==> src/sbgc_pkg.sv <==
`default_nettype none
package sbgc_pkg;

    localparam int TICK_WIDTH_DEF = 32;
    localparam int SEQ_W          = 32;
    localparam int CFG_IDX_W      = 2;
    localparam int CFG_DATA_W     = 32;
    localparam int DEB_W          = 4;

    // config register indexes
    localparam logic [CFG_IDX_W-1:0] CFG_DEBOUNCE     = 2'd0;
    localparam logic [CFG_IDX_W-1:0] CFG_LONG_PRESS   = 2'd1;
    localparam logic [CFG_IDX_W-1:0] CFG_DOUBLE_CLICK = 2'd2;

    localparam logic [DEB_W-1:0]      DEBOUNCE_RST     = 4'd2;
    localparam logic [CFG_DATA_W-1:0] LONG_PRESS_RST   = 32'd700;
    localparam logic [CFG_DATA_W-1:0] DOUBLE_CLICK_RST = 32'd350;

    // gesture keys
    localparam logic [1:0] KEY_OK   = 2'd0;
    localparam logic [1:0] KEY_BACK = 2'd1;
    localparam logic [1:0] KEY_DOWN = 2'd2;

    // event kinds within one gesture run
    localparam logic [1:0] EV_PRESS   = 2'd0;
    localparam logic [1:0] EV_SHORT   = 2'd1;
    localparam logic [1:0] EV_RELEASE = 2'd2;

    // gesture queue between front and back
    localparam int QUEUE_DEPTH = 4;
    localparam int QPTR_W      = $clog2(QUEUE_DEPTH);
    localparam int QCNT_W      = $clog2(QUEUE_DEPTH + 1);

    typedef enum logic [1:0] {
        ST_IDLE        = 2'd0,
        ST_PRESSED     = 2'd1,
        ST_WAIT_SECOND = 2'd2
    } t_gst;

    typedef struct packed {
        logic [1:0]       key;
        logic [SEQ_W-1:0] seq;
    } t_gesture;

    typedef struct packed {
        logic empty;
        logic full;
    } t_qstat;

endpackage
`default_nettype wire

==> src/sbgc_front.sv <==
`default_nettype none
module sbgc_front
    import sbgc_pkg::*;
#(
    parameter int TICK_WIDTH = TICK_WIDTH_DEF
) (
    input  wire logic                  i_clk,
    input  wire logic                  i_rst_n,
    input  wire logic                  i_cfg_we,
    input  wire logic [CFG_IDX_W-1:0]  i_cfg_idx,
    input  wire logic [CFG_DATA_W-1:0] i_cfg_data,
    input  wire logic                  i_in_valid,
    output      logic                  o_in_stall,
    input  wire logic                  i_button_down,
    input  wire logic [TICK_WIDTH-1:0] i_now_tick,
    input  wire logic                  i_q_full,
    output      logic                  o_push,
    output      t_gesture              o_push_data
);

    localparam int CMP_W = (TICK_WIDTH > CFG_DATA_W) ? TICK_WIDTH : CFG_DATA_W;

    logic [DEB_W-1:0]      r_debounce;
    logic [CFG_DATA_W-1:0] r_long_ticks;
    logic [CFG_DATA_W-1:0] r_dbl_ticks;

    logic                  r_raw, n_raw;
    logic                  r_stable, n_stable;
    logic [DEB_W-1:0]      r_polls, n_polls;
    t_gst                  r_state, n_state;
    logic [TICK_WIDTH-1:0] r_press_time;
    logic [TICK_WIDTH-1:0] r_release_time;
    logic                  r_long_done;
    logic [SEQ_W-1:0]      r_count;

    logic                  accept;
    logic                  level_acc;
    logic [TICK_WIDTH-1:0] held;
    logic [TICK_WIDTH-1:0] since_rel;
    logic                  held_ge_long;
    logic                  window_out;
    logic                  emit;
    logic [1:0]            emit_key;
    logic                  set_press;
    logic                  set_release;
    logic                  set_long;
    logic                  clr_long;

    assign o_in_stall = i_q_full;
    assign accept     = i_in_valid && !o_in_stall;

    // config registers
    always_ff @(posedge i_clk) begin
        if (!i_rst_n) begin
            r_debounce   <= DEBOUNCE_RST;
            r_long_ticks <= LONG_PRESS_RST;
            r_dbl_ticks  <= DOUBLE_CLICK_RST;
        end else if (i_cfg_we) begin
            case (i_cfg_idx)
                CFG_DEBOUNCE:     r_debounce   <= i_cfg_data[DEB_W-1:0];
                CFG_LONG_PRESS:   r_long_ticks <= i_cfg_data;
                CFG_DOUBLE_CLICK: r_dbl_ticks  <= i_cfg_data;
                default: ;
            endcase
        end
    end

    // debounce
    always_comb begin
        n_raw   = r_raw;
        n_polls = r_polls;
        if (i_button_down == r_raw) begin
            if (r_polls < r_debounce) begin
                n_polls = r_polls + 1'b1;
            end
        end else begin
            n_raw   = i_button_down;
            n_polls = DEB_W'(1);
        end
        level_acc = (n_polls >= r_debounce) && (r_stable != n_raw);
        n_stable  = level_acc ? n_raw : r_stable;
    end

    assign held         = i_now_tick - r_press_time;
    assign since_rel    = i_now_tick - r_release_time;
    assign held_ge_long = CMP_W'(held) >= CMP_W'(r_long_ticks);
    assign window_out   = CMP_W'(since_rel) > CMP_W'(r_dbl_ticks);

    // next state
    always_comb begin
        n_state = r_state;
        case (r_state)
            ST_IDLE: begin
                if (level_acc && n_stable) n_state = ST_PRESSED;
            end
            ST_PRESSED: begin
                if (!n_stable) n_state = held_ge_long ? ST_IDLE : ST_WAIT_SECOND;
            end
            ST_WAIT_SECOND: begin
                if ((level_acc && n_stable) || window_out) n_state = ST_IDLE;
            end
            default: n_state = ST_IDLE;
        endcase
    end

    // actions
    always_comb begin
        emit        = 1'b0;
        emit_key    = KEY_OK;
        set_press   = 1'b0;
        set_release = 1'b0;
        set_long    = 1'b0;
        clr_long    = 1'b0;
        case (r_state)
            ST_IDLE: begin
                if (level_acc && n_stable) begin
                    set_press = 1'b1;
                    clr_long  = 1'b1;
                end
            end
            ST_PRESSED: begin
                if (n_stable) begin
                    if (!r_long_done && held_ge_long) begin
                        set_long = 1'b1;
                        emit     = 1'b1;
                        emit_key = KEY_OK;
                    end
                end else if (!held_ge_long) begin
                    set_release = 1'b1;
                end
            end
            ST_WAIT_SECOND: begin
                if (level_acc && n_stable) begin
                    emit     = 1'b1;
                    emit_key = KEY_BACK;
                    clr_long = 1'b1;
                end else if (window_out) begin
                    emit     = 1'b1;
                    emit_key = KEY_DOWN;
                end
            end
            default: ;
        endcase
    end

    always_ff @(posedge i_clk) begin
        if (!i_rst_n) begin
            r_raw       <= 1'b0;
            r_stable    <= 1'b0;
            r_polls     <= DEBOUNCE_RST;
            r_state     <= ST_IDLE;
            r_long_done <= 1'b0;
            r_count     <= '0;
        end else if (accept) begin
            r_raw    <= n_raw;
            r_stable <= n_stable;
            r_polls  <= n_polls;
            r_state  <= n_state;
            if (set_long) begin
                r_long_done <= 1'b1;
            end else if (clr_long) begin
                r_long_done <= 1'b0;
            end
            if (emit) begin
                r_count <= r_count + 1'b1;
            end
        end
    end

    always_ff @(posedge i_clk) begin
        if (accept && set_press) begin
            r_press_time <= i_now_tick;
        end
        if (accept && set_release) begin
            r_release_time <= i_now_tick;
        end
    end

    assign o_push          = accept && emit;
    assign o_push_data.key = emit_key;
    assign o_push_data.seq = r_count + 1'b1;

endmodule
`default_nettype wire

==> src/sbgc_queue.sv <==
`default_nettype none
module sbgc_queue
    import sbgc_pkg::*;
(
    input  wire logic     i_clk,
    input  wire logic     i_rst_n,
    input  wire logic     i_push,
    input  wire t_gesture i_push_data,
    input  wire logic     i_pop,
    output      t_gesture o_head,
    output      t_qstat   o_qstat
);

    t_gesture          r_mem [QUEUE_DEPTH];
    logic [QPTR_W-1:0] r_wr_ptr;
    logic [QPTR_W-1:0] r_rd_ptr;
    logic [QCNT_W-1:0] r_cnt;

    logic do_push;
    logic do_pop;

    assign o_qstat.empty = (r_cnt == '0);
    assign o_qstat.full  = (r_cnt == QCNT_W'(QUEUE_DEPTH));
    assign do_push       = i_push && !o_qstat.full;
    assign do_pop        = i_pop && !o_qstat.empty;
    assign o_head        = r_mem[r_rd_ptr];

    always_ff @(posedge i_clk) begin
        if (do_push) begin
            r_mem[r_wr_ptr] <= i_push_data;
        end
    end

    always_ff @(posedge i_clk) begin
        if (!i_rst_n) begin
            r_wr_ptr <= '0;
            r_rd_ptr <= '0;
            r_cnt    <= '0;
        end else begin
            if (do_push) r_wr_ptr <= r_wr_ptr + 1'b1;
            if (do_pop)  r_rd_ptr <= r_rd_ptr + 1'b1;
            case ({do_push, do_pop})
                2'b10:   r_cnt <= r_cnt + 1'b1;
                2'b01:   r_cnt <= r_cnt - 1'b1;
                default: r_cnt <= r_cnt;
            endcase
        end
    end

endmodule
`default_nettype wire

==> src/sbgc_back.sv <==
`default_nettype none
module sbgc_back
    import sbgc_pkg::*;
(
    input  wire logic             i_clk,
    input  wire logic             i_rst_n,
    input  wire t_qstat           i_qstat,
    input  wire t_gesture         i_head,
    output      logic             o_pop,
    output      logic             o_out_valid,
    input  wire logic             i_out_stall,
    output      logic [1:0]       o_gesture_key,
    output      logic [1:0]       o_event_kind,
    output      logic [SEQ_W-1:0] o_sequence_res,
    output      logic             o_last_of_run
);

    logic             r_valid;
    logic [1:0]       r_kind;
    logic [1:0]       r_key;
    logic [SEQ_W-1:0] r_seq;

    logic out_free;
    logic run_done;

    // output slot frees when empty or when its item leaves this cycle
    assign out_free = !r_valid || !i_out_stall;
    assign run_done = !r_valid || (r_kind == EV_RELEASE);
    assign o_pop    = out_free && run_done && !i_qstat.empty;

    always_ff @(posedge i_clk) begin
        if (!i_rst_n) begin
            r_valid <= 1'b0;
            r_kind  <= EV_PRESS;
        end else if (out_free) begin
            if (!run_done) begin
                r_kind <= (r_kind == EV_PRESS) ? EV_SHORT : EV_RELEASE;
            end else if (!i_qstat.empty) begin
                r_valid <= 1'b1;
                r_kind  <= EV_PRESS;
            end else begin
                r_valid <= 1'b0;
            end
        end
    end

    always_ff @(posedge i_clk) begin
        if (o_pop) begin
            r_key <= i_head.key;
            r_seq <= i_head.seq;
        end
    end

    assign o_out_valid    = r_valid;
    assign o_gesture_key  = r_key;
    assign o_event_kind   = r_kind;
    assign o_sequence_res = r_seq;
    assign o_last_of_run  = (r_kind == EV_RELEASE);

endmodule
`default_nettype wire

==> src/single_button_gesture_classifier.sv <==
`default_nettype none
// channel  | valid       | stall       | payload
// ---------+-------------+-------------+---------------------------------------------
// poll in  | i_in_valid  | o_in_stall  | i_button_down, i_now_tick
// result   | o_out_valid | i_out_stall | o_gesture_key, o_event_kind, o_sequence_res,
//          |             |             | o_last_of_run
// config   | i_cfg_we    | (none)      | i_cfg_idx, i_cfg_data
//
// one poll is taken every cycle while the gesture queue is not full; its gesture, if
// any, enters the queue at the same edge; a gesture leaves as three result items on
// successive unstalled cycles; the first item of a gesture shows only once it has
// passed from the queue into the result register, which sits behind the queue
// reset is synchronous, active low; button starts released, no gesture pending
// o_in_stall rises only while the gesture queue is full, not while results wait
module single_button_gesture_classifier
    import sbgc_pkg::*;
#(
    parameter int TICK_WIDTH = TICK_WIDTH_DEF
) (
    input  wire logic                  i_clk,
    input  wire logic                  i_rst_n,
    // config write port
    input  wire logic                  i_cfg_we,
    input  wire logic [CFG_IDX_W-1:0]  i_cfg_idx,
    input  wire logic [CFG_DATA_W-1:0] i_cfg_data,
    // poll channel
    input  wire logic                  i_in_valid,
    output      logic                  o_in_stall,
    input  wire logic                  i_button_down,
    input  wire logic [TICK_WIDTH-1:0] i_now_tick,
    // result channel
    output      logic                  o_out_valid,
    input  wire logic                  i_out_stall,
    output      logic [1:0]            o_gesture_key,
    output      logic [1:0]            o_event_kind,
    output      logic [SEQ_W-1:0]      o_sequence_res,
    output      logic                  o_last_of_run
);

    // front to queue
    logic     push;
    t_gesture push_data;
    // queue to back
    logic     pop;
    t_gesture head;
    t_qstat   qstat;

    // debounce, gesture state machine, config registers
    sbgc_front #(
        .TICK_WIDTH (TICK_WIDTH)
    ) u_front (
        .i_clk         (i_clk),
        .i_rst_n       (i_rst_n),
        .i_cfg_we      (i_cfg_we),
        .i_cfg_idx     (i_cfg_idx),
        .i_cfg_data    (i_cfg_data),
        .i_in_valid    (i_in_valid),
        .o_in_stall    (o_in_stall),
        .i_button_down (i_button_down),
        .i_now_tick    (i_now_tick),
        .i_q_full      (qstat.full),
        .o_push        (push),
        .o_push_data   (push_data)
    );

    // short gesture queue decouples polling from result delivery
    sbgc_queue u_queue (
        .i_clk       (i_clk),
        .i_rst_n     (i_rst_n),
        .i_push      (push),
        .i_push_data (push_data),
        .i_pop       (pop),
        .o_head      (head),
        .o_qstat     (qstat)
    );

    // expands each gesture into press, short, release items
    sbgc_back u_back (
        .i_clk          (i_clk),
        .i_rst_n        (i_rst_n),
        .i_qstat        (qstat),
        .i_head         (head),
        .o_pop          (pop),
        .o_out_valid    (o_out_valid),
        .i_out_stall    (i_out_stall),
        .o_gesture_key  (o_gesture_key),
        .o_event_kind   (o_event_kind),
        .o_sequence_res (o_sequence_res),
        .o_last_of_run  (o_last_of_run)
    );

endmodule
`default_nettype wire

==> config.mk <==
export PLATFORM = sky130hd
export DESIGN_NAME = single_button_gesture_classifier
export DESIGN_NICKNAME = d
export VERILOG_FILES = /design/src/sbgc_pkg.sv /design/src/sbgc_front.sv /design/src/sbgc_queue.sv /design/src/sbgc_back.sv /design/src/single_button_gesture_classifier.sv
export SDC_FILE = /design/constraint.sdc
export NUM_CORES = 1
export LEC_CHECK = 0
export BUFFER_PORTS_ARGS = -buffer_cell sky130_fd_sc_hd__buf_2
export CORE_ASPECT_RATIO = 1.2
export CORE_MARGIN = 1
export CORE_UTILIZATION = 56
export DETAILED_ROUTE_END_ITERATION = 10
export GPL_TIMING_DRIVEN = 0
export HOLD_SLACK_MARGIN = 0.08
export PLACE_DENSITY = 0.7
export SETUP_SLACK_MARGIN = 0.3
export SLEW_MARGIN = 25
export SYNTH_ARGS = -nofsm -noshare
export SYNTH_HDL_FRONTEND = slang
export SYNTH_HIERARCHICAL = 1
export SYNTH_SLANG_ARGS = --single-unit
==> constraint.sdc <==
create_clock -name i_clk -period 9.1 [get_ports i_clk]
set_input_delay 0.91 -clock i_clk [delete_from_list [all_inputs] [get_ports i_clk]]
set_output_delay 0.91 -clock i_clk [all_outputs]
set_load 0.05 [all_outputs]
==> run_results.csv <==
group,metric,value,unit
floorplan,placementRows,73,
synth,ys_warn_count,6,
global_routing,grt.overflow.total,0,
final_layout,layout_commonest_cell,"nand2_1",
final_layout,utilization,0.648,
clock_tree,post_cts_buffers,0,
setup_path,reg2reg_from,"u_front/r_release_time[1]$_DFFE_PP_",
status,status,"finished clean",
setup_path,critPathMaxFanout,7,
timing,hold_slack,0.454,ns
synth,synth_cell_types,86,
floorplan,ios,111,
clock_tree,cts.repair.resized,0,
global_routing,grt_pass1_vias,13100,
final_layout,area_growth,13.8,%
setup_path,r2r_end,"u_queue/r_cnt[2]$_SDFFE_PN0P_",
synth,syn_area_per_cell,11.0,um^2
worst_hold_path,hold_path_end,"u_front/r_long_ticks[25]$_SDFFE_PN0P_",
synth,synth_compound_area_frac,0.118,
synth,synth-simple-area-share,0.130,
drt,vias,13100,
synth,ys.flop_type,"edfxtp_1",
floorplan,die_width,170,um
clock_tree,tritoncts,"done",
synth,synthCells,1722,
drt,drt.antenna.violating_nets,0,
placed_design,place_congestion,0.921,
timing,fin_crit,7.04,ns
synth,ys_ff_latch,355,
worst_hold_path,min-delay-start,"u_front/r_long_ticks[25]$_SDFFE_PN0P_",
clock_tree,clk_pin_slew,0.06,ns
global_routing,antenna_found_initial,1,
clock_tree,cts_buffer_depth,3,
final_layout,drive_gt1_frac,0.148,
drt,dr.pass1.iters,5,
drt,wl_per_cell,17.2,um
worst_hold_path,min_path_cells,2,
timing,period_share,0.774,
floorplan,die_h,203,um
clock_tree,htreeDepth,2,
timing,setup_violations,0,
clock_tree,root_buffer,"clkbuf_16",
setup_path,start_kind,"primary input",
synth,synth_edf_count,234,
setup_path,arrival,7.50,ns
synth,synthMuxAreaShare,0.0618,
power_and_ir_drop,p_leak,8.60,nW
drt,drt-initial-drc-count,845,
synth,synthXorXnorAreaFrac,0.0408,
final_layout,nets,2100,
clock_tree,clock-sinks,355,
timing,worstMarginPinSlew,0.753,ns
clock_tree,cts_hold_buf,0,
synth,synth_area,18900,um^2
global_routing,grt.total_usage,0.243,
drt,viasPerCell,5.55,
synth,synthAdderAreaFrac,0.0992,
setup_path,cp-end-kind,"flop",
synth,synth_seq_area_share,0.500,
floorplan,coreArea,33200,um^2
setup_path,worstPathRequired,9.56,ns
timing,finalHoldViolations,0,
clock_tree,clkLatencyLatePin,0.53,ns
timing,drv_slew,0,
drt,drc,0,
global_routing,grt_first_pass_wirelength,65600,um
placed_design,post-dp-hpwl,30300,um
final_layout,num_antenna_cells,0,
final_layout,layout_common_cells,"nand2_1 (259), edfxtp_1 (234), inv_1 (167), ha_1 (145), a21oi_1 (126)",
job,maxCapViolCount,0,
floorplan,start_util,0.570,
synth,async_flop_share,0,
setup_path,reg2reg_depth,26,
worst_hold_path,min_path_type,"flop to flop",
power_and_ir_drop,power.density,180,nW/um^2
floorplan,die_area,34500,um^2
timing,slew_headroom,0.493,
synth,syn_nets,1942,
global_routing,grt_max_degree,24,
setup_path,r2r_setup_slack,2.22,ns
power_and_ir_drop,vdd_drop_max,171,uV
drt,wl,40600,um
timing,clock_skew,0.0193,ns
timing,rsz0062_at_grt,"false",
clock_tree,cts_buffers,36,
placed_design,port_buffers,110,
synth,synth_top_family_by_area,"simple AND/OR/NAND/NOR gates",
timing,fmax,0.142,GHz
setup_path,crit_type,"primary input to flop",
-- cells by family after synthesis --
group | Yosys count
buf+inv | 228
xor+xnor | 88
simple gates | 493
fa+ha+maj | 148
flops | 355
compound gates | 336
mux | 74
-- cells in the mapped netlist, types with 5 or more instances --
master    number  share of area
o21bai_1      11         0.0044
or3_1          7         0.0023
and2_1        13         0.0043
a21o_1        54          0.021
inv_1        167          0.033
nor2_1        51          0.010
xnor2_1       51          0.024
mux2i_1       39          0.021
nand3_1       18         0.0048
nand4_1       19         0.0063
nor3_1        17         0.0045
nand2_1      259          0.051
dfxtp_1      121           0.13
o211ai_1      19         0.0076
and3_1        14         0.0046
nor2b_1       15         0.0050
a211oi_1       6         0.0024
o22ai_1       21         0.0070
o21a_1        12         0.0048
and4_1         5         0.0023
o32ai_1        9         0.0042
ha_1         145          0.096
edfxtp_1     234           0.37
buf_4          5         0.0020
clkbuf_1      36         0.0072
mux4_2        34          0.041
xor2_1        37          0.017
a21oi_1      127          0.034
nor3_2         5         0.0027
nand2b_1      35          0.012
buf_2         11         0.0029
o21ai_0       29         0.0077
-- cell type report --
cell class / instances / area, um^2
buffer: 59 / 312
clock buffer: 44 / 983
clock inverter: 22 / 298
fill: 2657 / 11700
inverter: 169 / 634
multi-input combinational: 1139 / 8520
sequential: 355 / 9450
tap: 450 / 563
timing repair buffer: 120 / 734
-- stage by stage --
step | TNS, ns | cells | setup WS, ns | power, mW | area (um^2)
5_1_grt | 0 | 2358 | 1.71 | 4.03 | 21500
4_1_cts | 0 | 2358 | 2.05 | 3.90 | 21500
3_5_place_dp | 0 | 2292 | 1.56 | 2.29 | 20200
2_1_floorplan | 0 | 1722 | 1.90 | 2.14 | 18900
6_report | 0 | 2358 | 2.06 | 3.87 | 21500
3_3_place_gp | -26.45 | 2282 | -0.831 | 2.27 | 20000
-- where the power goes --
| group | total [mW] | internal [mW] | switching [mW] |
|---|---|---|---|
| combinational | 0.523 | 0.213 | 0.310 |
| clock | 1.60 | 0.974 | 0.626 |
| sequential | 1.74 | 1.73 | 0.0107 |
-- worst max-delay path by stage --
stage | startpoint | end | slack (ns) | cells after the start
2_1_floorplan | i_now_tick[0] | u_front/r_release_time[0]$_DFFE_PP_ | 1.90 | 19
3_3_place_gp | i_now_tick[0] | u_front/r_release_time[1]$_DFFE_PP_ | -0.83 | 20
3_5_place_dp | i_now_tick[1] | u_queue/r_cnt[2]$_SDFFE_PN0P_ | 1.56 | 26
4_1_cts | i_now_tick[1] | u_queue/r_cnt[2]$_SDFFE_PN0P_ | 2.05 | 26
5_1_grt | i_now_tick[0] | u_queue/r_cnt[2]$_SDFFE_PN0P_ | 1.71 | 30
6_report | i_now_tick[1] | u_queue/r_cnt[2]$_SDFFE_PN0P_ | 2.06 | 26
-- routing by layer --
metal,vias to the layer above,GRT usage,routed length [um]
met5,-,0,11
met4,2,0.0949,1380
met3,76,0.0316,1480
met2,269,0.445,21100
met1,6285,0.287,16600
li1,6465,-,-
-- critical path: stages --
cell and delay, ns:
buf_2 0.15, ha_1 0.28, nor2b_1 0.16, o2111ai_1 0.18, a21oi_1 0.30, o211ai_1 0.21
a21oi_1 0.39, nor3_1 0.14, o41ai_2 0.56, a31oi_1 0.17, xnor2_1 0.17, ha_1 0.33
nand4_1 0.20, nor4_1 0.73, nand3_1 0.31, a21oi_1 0.37, o22ai_1 0.28, nor2b_1 0.21
buf_2 0.18, inv_2 0.05, ha_1 0.17, inv_1 0.06, fa_1 0.38, xor2_1 0.16
or3_1 0.30, a21boi_1 0.14
-- state kept, by name, indices dropped and copies added, names as in the netlist, 4 cells and up, named ones only --
register / flops
u_back/o_sequence_res: 32
u_front/r_count: 32
u_front/r_dbl_ticks: 32
u_front/r_debounce: 4
u_front/r_long_ticks: 32
u_front/r_polls: 4
u_front/r_press_time: 32
u_front/r_release_time: 32
u_queue/r_mem: 136
Power figures use the tool's default switching activity.
